<file path="src/rtl/core/ldd_pkg.sv">
// Shared types and field layout of the lock deadlock detector.
`timescale 1ns / 1ps

package ldd_pkg;

	// Input transaction fields.
	localparam int MODE_W   = 2;
	localparam int THREAD_W = 4;
	localparam int RES_W    = 3;
	localparam int CNT_W    = 8;
	localparam int STATUS_W = 2;

	// Bit positions inside s_tdata, lowest field first.
	localparam int THREAD_LO = 0;
	localparam int RES_LO    = THREAD_LO + THREAD_W;
	localparam int CNT_LO    = RES_LO + RES_W;

	localparam int S_TDATA_W = 16;
	localparam int M_TDATA_W = 8;

	typedef enum logic [MODE_W-1:0] {
		MODE_CREATE  = 2'd0,
		MODE_REQUEST = 2'd1,
		MODE_GRANT   = 2'd2,
		MODE_RELEASE = 2'd3
	} mode_t;

	typedef enum logic [STATUS_W-1:0] {
		ST_OK       = 2'd0,
		ST_INVALID  = 2'd1,
		ST_DEADLOCK = 2'd2
	} status_t;

endpackage

</file>
<file path="src/rtl/core/ldd_matrix.sv">
// Per-thread row store of held counts and waiting flags, with row valid bits.
`timescale 1ns / 1ps

module ldd_matrix #(
	parameter int THREADS = 16,
	parameter int ROW_W   = 72
) (
	input  logic                       clk,
	input  logic                       arst_n,
	input  logic                       rd_en,
	input  logic [$clog2(THREADS)-1:0] rd_addr,
	output logic [ROW_W-1:0]           rd_row,
	input  logic                       wr_en,
	input  logic [$clog2(THREADS)-1:0] wr_addr,
	input  logic [ROW_W-1:0]           wr_row
);

	logic [ROW_W-1:0] mem_q [THREADS];
	logic [THREADS-1:0] vld_q;
	logic [ROW_W-1:0] rd_data_q;
	logic rd_ok_q;

	always_ff @(posedge clk) begin
		if (wr_en) begin
			mem_q[wr_addr] <= wr_row;
		end
		if (rd_en) begin
			rd_data_q <= mem_q[rd_addr];
		end
	end

	// A row that was never written reads as all zero, which is its reset value.
	always_ff @(posedge clk or negedge arst_n) begin
		if (!arst_n) begin
			vld_q   <= '0;
			rd_ok_q <= 1'b0;
		end else begin
			if (wr_en) begin
				vld_q[wr_addr] <= 1'b1;
			end
			if (rd_en) begin
				rd_ok_q <= vld_q[rd_addr];
			end
		end
	end

	assign rd_row = rd_ok_q ? rd_data_q : '0;

endmodule

</file>
<file path="src/rtl/core/lock_deadlock_detector.sv">
// Top level of the lock deadlock detector: sequencer, free counts and detection unit.
`timescale 1ns / 1ps

// Channel  Direction  Handshake            Payload
// s        in         s_tvalid / s_tready  s_tuser: mode; s_tdata: thread, resource, count
// m        out        m_tvalid / m_tready  m_tdata: status
// cfg      in         cfg_we               cfg_wdata: detect_enable
//
// Each input transaction is handled on its own while s_tready is low. A rejected id
// goes straight to the done state; a request without detection, a grant or a release
// pass through the read, modify and done states; and a create sweeps the thread store,
// one row of the thread store a cycle. A request with detection repeats detection passes
// and at most THREADS + 1 passes run, so the row store read port sets the rate.
// Reset is asynchronous and clears all counts, flags and valid bits at once.
// A finished result waits in the output register; a new transaction is accepted
// meanwhile, and the block only holds in its final state if the result register is
// still occupied when the next result is ready.

module lock_deadlock_detector #(
	parameter int THREADS    = 16,
	parameter int RESOURCES  = 8,
	parameter int COUNT_BITS = 8
) (
	input  logic                            clk,
	input  logic                            arst_n,
	input  logic                            cfg_we,
	input  logic                            cfg_wdata,
	input  logic                            s_tvalid,
	output logic                            s_tready,
	// s_tuser: mode [1:0]
	input  logic [ldd_pkg::MODE_W-1:0]      s_tuser,
	// s_tdata: thread [3:0], resource [6:4], count [14:7], zero [15]
	input  logic [ldd_pkg::S_TDATA_W-1:0]   s_tdata,
	output logic                            m_tvalid,
	input  logic                            m_tready,
	// m_tdata: status [1:0], zero [7:2]
	output logic [ldd_pkg::M_TDATA_W-1:0]   m_tdata
);

	import ldd_pkg::*;

	localparam int TW      = $clog2(THREADS);
	localparam int IW      = $clog2(THREADS + 1);
	localparam int RIW     = (RESOURCES > 1) ? $clog2(RESOURCES) : 1;
	localparam int WAIT_LO = RESOURCES * COUNT_BITS;
	localparam int ROW_W   = RESOURCES * (COUNT_BITS + 1);
	localparam logic [COUNT_BITS-1:0] COUNT_MAX = '1;
	localparam logic [IW-1:0] IDX_END = IW'(THREADS);

	typedef enum logic [6:0] {
		S_IDLE  = 7'b0000001,
		S_RD    = 7'b0000010,
		S_MOD   = 7'b0000100,
		S_SWEEP = 7'b0001000,
		S_DET   = 7'b0010000,
		S_FIN   = 7'b0100000,
		S_DONE  = 7'b1000000
	} state_t;

	state_t state_q;

	// Control and configuration.
	logic detect_en_q;
	logic m_tvalid_q;
	status_t m_status_q;
	status_t status_q;
	logic [IW-1:0] idx_q;
	logic ev_v_s1;

	// Resource state held in flip-flops.
	logic [COUNT_BITS-1:0] free_q [RESOURCES];
	logic [RESOURCES-1:0] res_valid_q;

	// Latched transaction and detection scratch.
	mode_t mode_q;
	logic [TW-1:0] thr_q;
	logic [RIW-1:0] res_q;
	logic [TW-1:0] ev_idx_s1;
	logic [ROW_W-1:0] row_q;
	logic [RESOURCES-1:0] work_q;
	logic [THREADS-1:0] fin_q;
	logic chg_q;

	// Row store interface.
	logic rd_en;
	logic [TW-1:0] rd_addr;
	logic [ROW_W-1:0] rd_row;
	logic wr_en;
	logic [TW-1:0] wr_addr;
	logic [ROW_W-1:0] wr_row;

	// Incoming transaction decode.
	logic s_accept;
	mode_t in_mode;
	logic [THREAD_W-1:0] in_thr;
	logic [RES_W-1:0] in_res;
	logic [CNT_W-1:0] in_cnt;
	logic [RIW-1:0] in_res_idx;
	logic id_ok;
	logic [COUNT_BITS-1:0] cnt_sat;

	// Row arithmetic.
	logic [COUNT_BITS-1:0] held_cur;
	logic [COUNT_BITS-1:0] free_cur;
	logic [COUNT_BITS-1:0] free_nxt;
	logic [ROW_W-1:0] mod_row;
	logic [ROW_W-1:0] clr_row;
	logic [ROW_W-1:0] wdraw_row;
	logic [RESOURCES-1:0] held_nz;
	logic [RESOURCES-1:0] wait_bits;
	logic [RESOURCES-1:0] free_nz;
	logic fits;
	logic pass_end;
	logic deadlock;

	assign in_mode    = mode_t'(s_tuser);
	assign in_thr     = s_tdata[THREAD_LO +: THREAD_W];
	assign in_res     = s_tdata[RES_LO +: RES_W];
	assign in_cnt     = s_tdata[CNT_LO +: CNT_W];
	assign in_res_idx = RIW'(in_res);

	assign s_tready = (state_q == S_IDLE);
	assign s_accept = s_tvalid && s_tready;

	assign m_tvalid = m_tvalid_q;
	assign m_tdata  = M_TDATA_W'(m_status_q);

	// Out-of-range ids are rejected for every mode; an uncreated resource for all but create.
	always_comb begin
		id_ok = (32'(in_thr) < 32'(THREADS)) && (32'(in_res) < 32'(RESOURCES));
		if (in_mode != MODE_CREATE) begin
			id_ok = id_ok && res_valid_q[in_res_idx];
		end
	end

	assign cnt_sat = (32'(in_cnt) > 32'(COUNT_MAX)) ? COUNT_MAX : COUNT_BITS'(in_cnt);

	// Read-modify-write of the addressed entry for request, grant and release.
	always_comb begin
		held_cur = rd_row[res_q*COUNT_BITS +: COUNT_BITS];
		free_cur = free_q[res_q];
		free_nxt = free_cur;
		mod_row  = rd_row;
		case (mode_q)
			MODE_REQUEST: begin
				mod_row[WAIT_LO + res_q] = 1'b1;
			end
			MODE_GRANT: begin
				mod_row[WAIT_LO + res_q] = 1'b0;
				if (held_cur != COUNT_MAX) begin
					mod_row[res_q*COUNT_BITS +: COUNT_BITS] = held_cur + COUNT_BITS'(1);
				end
				if (free_cur != '0) begin
					free_nxt = free_cur - COUNT_BITS'(1);
				end
			end
			MODE_RELEASE: begin
				if (held_cur != '0) begin
					mod_row[res_q*COUNT_BITS +: COUNT_BITS] = held_cur - COUNT_BITS'(1);
					if (free_cur != COUNT_MAX) begin
						free_nxt = free_cur + COUNT_BITS'(1);
					end
				end
			end
			default: begin
			end
		endcase
	end

	// Create clears the resource's column in every row; a deadlock withdraws the request.
	always_comb begin
		clr_row = rd_row;
		clr_row[res_q*COUNT_BITS +: COUNT_BITS] = '0;
		clr_row[WAIT_LO + res_q] = 1'b0;
		wdraw_row = row_q;
		wdraw_row[WAIT_LO + res_q] = 1'b0;
	end

	// The detection unit only needs to know whether a work entry is nonzero: entries
	// start at the free count and only grow, so one bit per resource carries them.
	always_comb begin
		for (int r = 0; r < RESOURCES; r++) begin
			held_nz[r]   = (rd_row[r*COUNT_BITS +: COUNT_BITS] != '0);
			wait_bits[r] = rd_row[WAIT_LO + r];
			free_nz[r]   = (free_q[r] != '0);
		end
		fits = ((wait_bits & ~work_q) == '0);
	end

	assign pass_end = (idx_q == IDX_END) && !ev_v_s1;
	assign deadlock = !(&fin_q);

	// Row store port selection per state.
	always_comb begin
		rd_en   = 1'b0;
		rd_addr = thr_q;
		wr_en   = 1'b0;
		wr_addr = thr_q;
		wr_row  = mod_row;
		unique case (state_q)
			S_RD: begin
				rd_en = 1'b1;
			end
			S_MOD: begin
				wr_en = 1'b1;
			end
			S_SWEEP: begin
				rd_en   = (idx_q != IDX_END);
				rd_addr = idx_q[TW-1:0];
				wr_en   = ev_v_s1;
				wr_addr = ev_idx_s1;
				wr_row  = clr_row;
			end
			S_DET: begin
				rd_en   = (idx_q != IDX_END);
				rd_addr = idx_q[TW-1:0];
			end
			S_FIN: begin
				wr_en  = deadlock;
				wr_row = wdraw_row;
			end
			S_IDLE, S_DONE: begin
			end
			default: begin
			end
		endcase
	end

	ldd_matrix #(
		.THREADS (THREADS),
		.ROW_W   (ROW_W)
	) u_matrix (
		.clk     (clk),
		.arst_n  (arst_n),
		.rd_en   (rd_en),
		.rd_addr (rd_addr),
		.rd_row  (rd_row),
		.wr_en   (wr_en),
		.wr_addr (wr_addr),
		.wr_row  (wr_row)
	);

	// Sequencer, free counts and result register.
	always_ff @(posedge clk or negedge arst_n) begin
		if (!arst_n) begin
			state_q     <= S_IDLE;
			detect_en_q <= 1'b0;
			m_tvalid_q  <= 1'b0;
			m_status_q  <= ST_OK;
			status_q    <= ST_OK;
			idx_q       <= '0;
			ev_v_s1     <= 1'b0;
			res_valid_q <= '0;
			for (int r = 0; r < RESOURCES; r++) begin
				free_q[r] <= '0;
			end
		end else begin
			if (cfg_we) begin
				detect_en_q <= cfg_wdata;
			end
			// The result register loads from the done state and empties on a handshake.
			if ((state_q == S_DONE) && (!m_tvalid_q || m_tready)) begin
				m_tvalid_q <= 1'b1;
			end else if (m_tready) begin
				m_tvalid_q <= 1'b0;
			end
			ev_v_s1 <= rd_en && ((state_q == S_SWEEP) || (state_q == S_DET));
			unique case (state_q)
				S_IDLE: begin
					if (s_accept) begin
						if (!id_ok) begin
							status_q <= ST_INVALID;
							state_q  <= S_DONE;
						end else if (in_mode == MODE_CREATE) begin
							free_q[in_res_idx]      <= cnt_sat;
							res_valid_q[in_res_idx] <= 1'b1;
							idx_q   <= '0;
							state_q <= S_SWEEP;
						end else begin
							state_q <= S_RD;
						end
					end
				end
				S_RD: begin
					state_q <= S_MOD;
				end
				S_MOD: begin
					free_q[res_q] <= free_nxt;
					status_q      <= ST_OK;
					if ((mode_q == MODE_REQUEST) && detect_en_q) begin
						idx_q   <= '0;
						state_q <= S_DET;
					end else begin
						state_q <= S_DONE;
					end
				end
				S_SWEEP, S_DET: begin
					if (rd_en) begin
						idx_q <= idx_q + IW'(1);
					end
					if (pass_end) begin
						if (state_q == S_SWEEP) begin
							status_q <= ST_OK;
							state_q  <= S_DONE;
						end else if (chg_q) begin
							idx_q <= '0;
						end else begin
							state_q <= S_FIN;
						end
					end
				end
				S_FIN: begin
					status_q <= deadlock ? ST_DEADLOCK : ST_OK;
					state_q  <= S_DONE;
				end
				S_DONE: begin
					if (!m_tvalid_q || m_tready) begin
						m_status_q <= status_q;
						state_q    <= S_IDLE;
					end
				end
				default: begin
					state_q <= S_IDLE;
				end
			endcase
		end
	end

	// Transaction fields and detection scratch.
	always_ff @(posedge clk) begin
		if (s_accept) begin
			mode_q <= in_mode;
			thr_q  <= TW'(in_thr);
			res_q  <= in_res_idx;
		end
		ev_idx_s1 <= idx_q[TW-1:0];
		if (state_q == S_MOD) begin
			row_q  <= mod_row;
			work_q <= free_nz;
			fin_q  <= '0;
			chg_q  <= 1'b0;
		end
		if (state_q == S_DET) begin
			// A thread whose waits all fit finishes and returns its holdings.
			if (ev_v_s1 && !fin_q[ev_idx_s1] && fits) begin
				work_q           <= work_q | held_nz;
				fin_q[ev_idx_s1] <= 1'b1;
				chg_q            <= 1'b1;
			end else if (pass_end) begin
				chg_q <= 1'b0;
			end
		end
	end

endmodule
</file>
<file path="config.mk">
export PLATFORM = sky130hd
export DESIGN_NAME = lock_deadlock_detector
export DESIGN_NICKNAME = d
export VERILOG_FILES = /design/src/rtl/core/ldd_pkg.sv /design/src/rtl/core/ldd_matrix.sv /design/src/rtl/core/lock_deadlock_detector.sv
export SDC_FILE = /design/constraint.sdc
export NUM_CORES = 2
export LEC_CHECK = 0
export BUFFER_PORTS_ARGS = -buffer_cell sky130_fd_sc_hd__buf_2
export CORE_MARGIN = 5
export CORE_UTILIZATION = 38
export CTS_CLUSTER_DIAMETER = 40
export DETAILED_ROUTE_END_ITERATION = 12
export SYNTH_ARGS = -nofsm -noshare
export SYNTH_HDL_FRONTEND = slang
export SYNTH_SLANG_ARGS = --single-unit
</file>
<file path="constraint.sdc">
create_clock -name clk -period 5.1 [get_ports clk]
set_input_delay 0.255 -clock clk [delete_from_list [all_inputs] [get_ports clk]]
set_output_delay 0.255 -clock clk [all_outputs]
set_load 0.02 [all_outputs]
</file>
# Yosys cells after proc, flatten, opt, wreduce, memory -nomap -nowiden
# Memories as Yosys holds them, arrays and structs flattened. A register that Yosys moved wholly into a read port is not among the register bits.
# Cells that the tools add are included.
# W data, S select, Z words.
dict set report word_totals {
  ram_bits 1152
  out_inout_bits 10
  inputBits 24
  n_memories 1
  reg_bits 218
  elab_cells 222
}
# name words width read_ports rd_clocked_by_memory_dff wr line
set memory_table {}
lappend memory_table {u_matrix.mem_q 16 72 1 1 1 ldd_matrix.sv:18} ;# logic [ROW_W-1:0] mem_q [THREADS];
dict set report op_classes {
  magnitude_cmp 13
  bitwise_logic 13
  n_shift 5
  eq_ne 23
  add_sub_neg 7
  mux 82
  n_reduce_logical 52
}
# operator n
set op_table {}
lappend op_table {{$and A72 B72 Y72} 3}
lappend op_table {{$bwmux W72} 3}
lappend op_table {{$mux W72} 3}
lappend op_table {{$pmux W72 S3} 1}
lappend op_table {{$mux W64} 3}
lappend op_table {{$pmux W72 S2} 1}
lappend op_table {{$reduce_bool A8 Y1} 18}
lappend op_table {{$shiftx A8 B34 Y72} 2}
lappend op_table {{$bwmux W64} 2}
lappend op_table {{$pmux W64 S2} 1}
lappend op_table {{$mux W8} 10}
lappend op_table {{$not A72 Y72} 1}
lappend op_table {{$or A72 B72 Y72} 1}
lappend op_table {{$shift A8 B34 Y72 const A} 1}
lappend op_table {{$shiftx A72 B7 Y8} 1}
lappend op_table {{$shiftx A8 B34 Y72 const A} 1}
lappend op_table {{$mux W7} 7}
lappend op_table {{$demux W8 S3} 2}
lappend op_table {{$mux W16} 3}
lappend op_table {{$pmux W7 S6} 1}
lappend op_table {{$mux W5} 8}
lappend op_table {{$neg A6 Y34} 1}
lappend op_table {{$or A16 B16 Y16} 2}
lappend op_table {{$bmux W8 S3} 1}
lappend op_table {{57 further kinds} 118}

# Logic depth before layout (Yosys ltp)
dict set report logic_depth {
  word_depth 11
  depth_mapped 20
  mapped_depth_nobuf 14
}

# Hierarchy
# A second synthesis with hierarchy kept.
dict set report unflattened {
  cells_unflattened 3362
  hier_area_um2 60591.9
}
# mod instances seq_area_each_um2 area_each_um2 cells_each
set modules_own_cells {}
lappend modules_own_cells {ldd_matrix 1 37180.7 46692.3 1808}
lappend modules_own_cells {lock_deadlock_detector 1 5291.3 13899.6 1554}

# Least setup slack after synthesis
# Ideal clock, no wire load.
dict set report synth_path {
  path_type {register to register}
  start {reg state_q[1]}
  end {mem u_matrix.mem_q[6][0] (enable)}
  setup_slack_ns -0.355
  path_stages_with_launch 8
  required_ns 4.596
  path_buffers 2
  synth_period_minus_slack_ns 5.455
  arrival_time_ns 4.952
  setup_time_ns 0.504
  path_cell_list {dfrtp_1 -> nor2_1 -> nand2_1 -> nor4b_1 -> clkbuf_1 -> clkbuf_1 -> a31oi_1 -> nor2_1}
}
dict set report synth_via {
  elab_chain_cells 4
  elab_cells_between_ends 7
  cone_classes {eq/ne (3); mux (4)}
}
# element line
set synth_rtl {}
lappend synth_rtl {{from (decl)} lock_deadlock_detector.sv:60} ;# state_t state_q;
lappend synth_rtl {{from (signal assigned)} lock_deadlock_detector.sv:246} ;# state_q <= S_IDLE;
lappend synth_rtl {{from (signal assigned)} lock_deadlock_detector.sv:273} ;# state_q <= S_DONE;
lappend synth_rtl {{from (signal assigned)} lock_deadlock_detector.sv:278} ;# state_q <= S_SWEEP;
lappend synth_rtl {{$eq A7 B6 Y1 (tied with other cells)} lock_deadlock_detector.sv:200} ;# unique case (state_q)
lappend synth_rtl {{$pmux W1 S3} lock_deadlock_detector.sv:200}
lappend synth_rtl {{$mux W1} ldd_matrix.sv:24} ;# if (wr_en) begin
lappend synth_rtl {{$mux W1 (not written as such)} ldd_matrix.sv:25} ;# mem_q[wr_addr] <= wr_row;
lappend synth_rtl {{to (decl)} ldd_matrix.sv:18}
# Parallel ways exist; a longest one is shown, timed or not.

# Worst setup path after layout
dict set report layout_path {
  start {reg res_q[0]}
  end {mem u_matrix.mem_q[9][67] (data pin)}
}
dict set report layout_via {
  elab_chain_cells 11
  elab_cells_between_ends 28
  cone_classes {add/sub (4); order compare (2); eq/ne (1); shift (5); mux (9); bitwise (5); reduce/logical (2)}
}
# element line
set layout_rtl {}
lappend layout_rtl {{from (decl)} lock_deadlock_detector.sv:77} ;# logic [RIW-1:0] res_q;
lappend layout_rtl {{from (signal assigned)} lock_deadlock_detector.sv:334} ;# res_q <= in_res_idx;
lappend layout_rtl {{parallel branches: the longest is 9 deep, another holds $sub A8 B1 Y8} --}
lappend layout_rtl {{$pmux W72 S3 (*)} lock_deadlock_detector.sv:144} ;# case (mode_q)
lappend layout_rtl {{net mod_row[67]} lock_deadlock_detector.sv:106} ;# logic [ROW_W-1:0] mod_row;
lappend layout_rtl {{$pmux W72 S2 (*)} lock_deadlock_detector.sv:200}
lappend layout_rtl {{net u_matrix.wr_row[67]} ldd_matrix.sv:15} ;# input logic [ROW_W-1:0] wr_row
# Mark *: on every way through the listed nets, which the timed path passes.

==> impl_metrics.yaml <==
status:
  status: "complete, no violations"
setup_path:
  startpoint: "res_q[0]"
  max_stage_delay_ps: 630
  crit_arrival_ps: 5290
  reg2reg_to: "u_matrix.mem_q[9][67]"
  startpoint_type: "register"
  criticalPathCategory: "register to register"
  endpoint_kind: "register"
  required_ps: 5530
  reg2reg_slack_ps: 240
  critPathSlowestCell: "edfxtp_1"
  path_cells: "buf_4, inv_1, ha_1, ha_1, buf_4, nor2_1, nand2_1, nor2_1, a21oi_1, o221a_2, o32ai_1, o2bb2ai_1"
  ff2ff_path_depth: 12
  worst-path-max-fanout: 16
  r2r-start: "res_q[0]"
pwr:
  power_density_nw_per_um2: 524
  power_leakage_nw: 24.2
  vdd_drop_max_mv: 0.344
clock_tree:
  cts_sinks: 1442
  path_clk_slew_ps: 60
  cts-resized-gates: 0
  cts_buffers: 189
  tritoncts: "built"
  cts_max_level: 4
  cts_setup_buffers: 0
  cts_root_buffer: "clkbuf_16"
  cts_buffer_depth: 3
  clk_latency_ps: 830
global_route:
  antenna_found_initial: 4
  grt_max_degree: 135
  grt-ovfl-total: 0
  grt_pass1_wl_mm: 273
  grt_pass1_vias: 40500
  track_usage_pct: 20.8
yosys:
  synth_top_area_share_pct: 62.9
  ys_seq_area_share_pct: 68.2
  avgSynthCellArea_um2: 12.9
  synth_common_cells: "1305 x edfxtp_1, 801 x nand2_1, 371 x a211oi_1"
  ys.flop_type: "edfxtp_1"
  synth_cell_types: 92
  async_reset_ff_share_pct: 7.49
  ys_top_cells_by_area: "edfxtp_1 63%, nand2_1 4.8%, a211oi_1 4.5%"
  netlist_area_um2: 62300
  ys_ff_latch: 1442
  synth_edf_count: 1305
  yosys_warnings: 0
  synth_cells: 4839
  yosysMostFrequentCell: "edfxtp_1"
  yosys.area.top_type: "edfxtp_1"
sta:
  finalCritPeriodShare_pct: 95.4
  worst_hold_slack_ps: 113
  setup_viol: 0
  finalSetupTns_ps: 0
  rsz0062_at_grt: "false"
  min_period_ps: 4860
  tightest_slew_ps: 1260
  final-hold-violation-count: 0
  fmax_ghz: 0.206
  worst_clock_skew_ps: 50.0
  slew_viol_final: 0
  slew_headroom_pct: 15.9
floorplan:
  ios: 34
  start_util_pct: 38.3
  die-width_um: 415
  core_area_um2: 163000
  die_h_um: 415
  die_area_um2: 172000
  rows: 148
drt:
  via_per_inst: 5.89
  first_pass_iters: 6
  wl_mm: 185
  vias: 42700
  ant_nets: 0
  drc: 0
  wl_per_cell_um: 25.4
  drtIter0Drc: 5214
cells_and_area:
  final_cell_count_no_fill: 7255
  drive_above_1_share_pct: 12.9
  layout.nets: 4950
  final_cell_area_um2: 72700
  syn_to_final_growth_pct: 16.8
placement:
  place.gp.congestion: 1.01
  place_inst: 6879
  place_area_um2: 65900
  dpl.hpwl_mm: 105
  port_buffers: 26
worst_hold_path:
  hold_path_class: "input port to async pin"
job:
  cap_violations: 0
==> flip-flops by register name (all words and copies together), names as in the netlist, 2 cells and up <==
name                count
fin_q                  16
ev_idx_s1               4
u_matrix.rd_data_q     72
m_status_q              2
work_q                  8
res_valid_q             8
mode_q                  2
u_matrix.mem_q       1152
res_q                   3
thr_q                   4
status_q                2
idx_q                   5
free_q                 64
state_q                 7
u_matrix.vld_q         16
row_q                  72
==> how the worst max path moves through the flow <==
stage / slack (ps) / depth (start not counted) / end
floorplan: -360 / 7 / u_matrix.mem_q[6][0]
global placement: 500 / 15 / u_matrix.mem_q[13][44]
detailed placement: 490 / 12 / u_matrix.mem_q[6][67]
CTS: 430 / 14 / u_matrix.mem_q[7][37]
global route: 90 / 15 / u_matrix.mem_q[13][37]
finish: 240 / 12 / u_matrix.mem_q[9][67]
==> layer usage <==
metal | GRT usage, % | share of wire [%]
met5 | 0 | 0.011
met4 | 7.35 | 3.4
met3 | 3.47 | 7.2
met2 | 32.7 | 46
met1 | 29.2 | 43
==> worst max-delay path, delay by kind of cell (launching register included) <==
kind,cells,cell delay [ps]
AO/OA/AOI/OAI,4,1150
flip-flops,1,630
buffers and inverters,3,740
AND/OR/NAND/NOR,3,1380
adder cells (fa/ha/maj),2,570
==> logic make-up after synthesis <==
family | share of synthesized area [%]
adder cells (fa/ha/maj) | 0.181
AO/OA/AOI/OAI | 15.5
multiplexers | 2.06
AND/OR/NAND/NOR | 11.4
buffers and inverters | 2.48
flip-flops | 68.2
other | 0.00602
XOR/XNOR | 0.169
==> metrics by stage <==
step                      utilization [%]  power (mW)  worst slack, ps
after floorplan                         -        20.8             -355
after global placement               40.5        24.3              504
after detailed placement             40.5        24.4              486
after CTS                            44.7        38.2              433
after global routing                 44.7        39.6             86.3
final                                44.7        38.1              237
==> what timing repair did <==
action                                  in CTS  in global routing
hold buffers                                22                  0
hold endpoints to repair                   153                  0
endpoints found under the setup margin       0                  0
==> cell type report <==
| class | instances | area [um^2] |
|---|---|---|
| timing repair buffer | 230 | 2290 |
| sequential | 1442 | 42500 |
| fill | 14400 | 90000 |
| clock inverter | 134 | 1750 |
| antenna | 1 | 2.50 |
| multi-input combinational | 3023 | 18500 |
| clock buffer | 219 | 4900 |
| tap | 2175 | 2720 |
| inverter | 31 | 121 |
==> placed cells by master, fill, tap and decap left out, types with 21 or more instances in the layout <==
master         netlist  routed
a211oi_1           371     371
a21oi_1            190     190
a221o_1             43      43
a22o_1              22      22
a22oi_1             76      76
a311oi_1           150     150
a31oi_1            174     174
and2_1             301     301
buf_12               0      46
buf_2               10      25
buf_4                8     137
bufinv_16            0      23
clkbuf_1           302      26
clkbuf_16            0     191
dfrtp_1            107     106
dfxtp_1             29      29
dlygate4sd3_1        0      22
edfxtp_1          1305    1305
inv_1               27      25
inv_6                0      23
mux2_2              23      22
mux2i_1             40      36
mux4_2              26      26
nand2_1            801     801
nand3_1             54      54
nand4_1             21      21
nor2_1             198     181
nor3_1              47      47
nor4_1              34      34
o21ai_0            136     135
o221ai_1            23      23
or2_2               23      23
==> where the power goes <==
| group | switching (mW) | total (mW) | leakage, nW | internal [mW] |
|---|---|---|---|---|
| Clock | 5.43 | 13.7 | 3.21 | 8.27 |
| Combinational | 6.39 | 9.23 | 7.44 | 2.84 |
| Sequential | 0.609 | 15.2 | 13.5 | 14.6 |
| Total | 12.4 | 38.1 | 24.2 | 25.7 |
(Power assumes the default switching activity.)
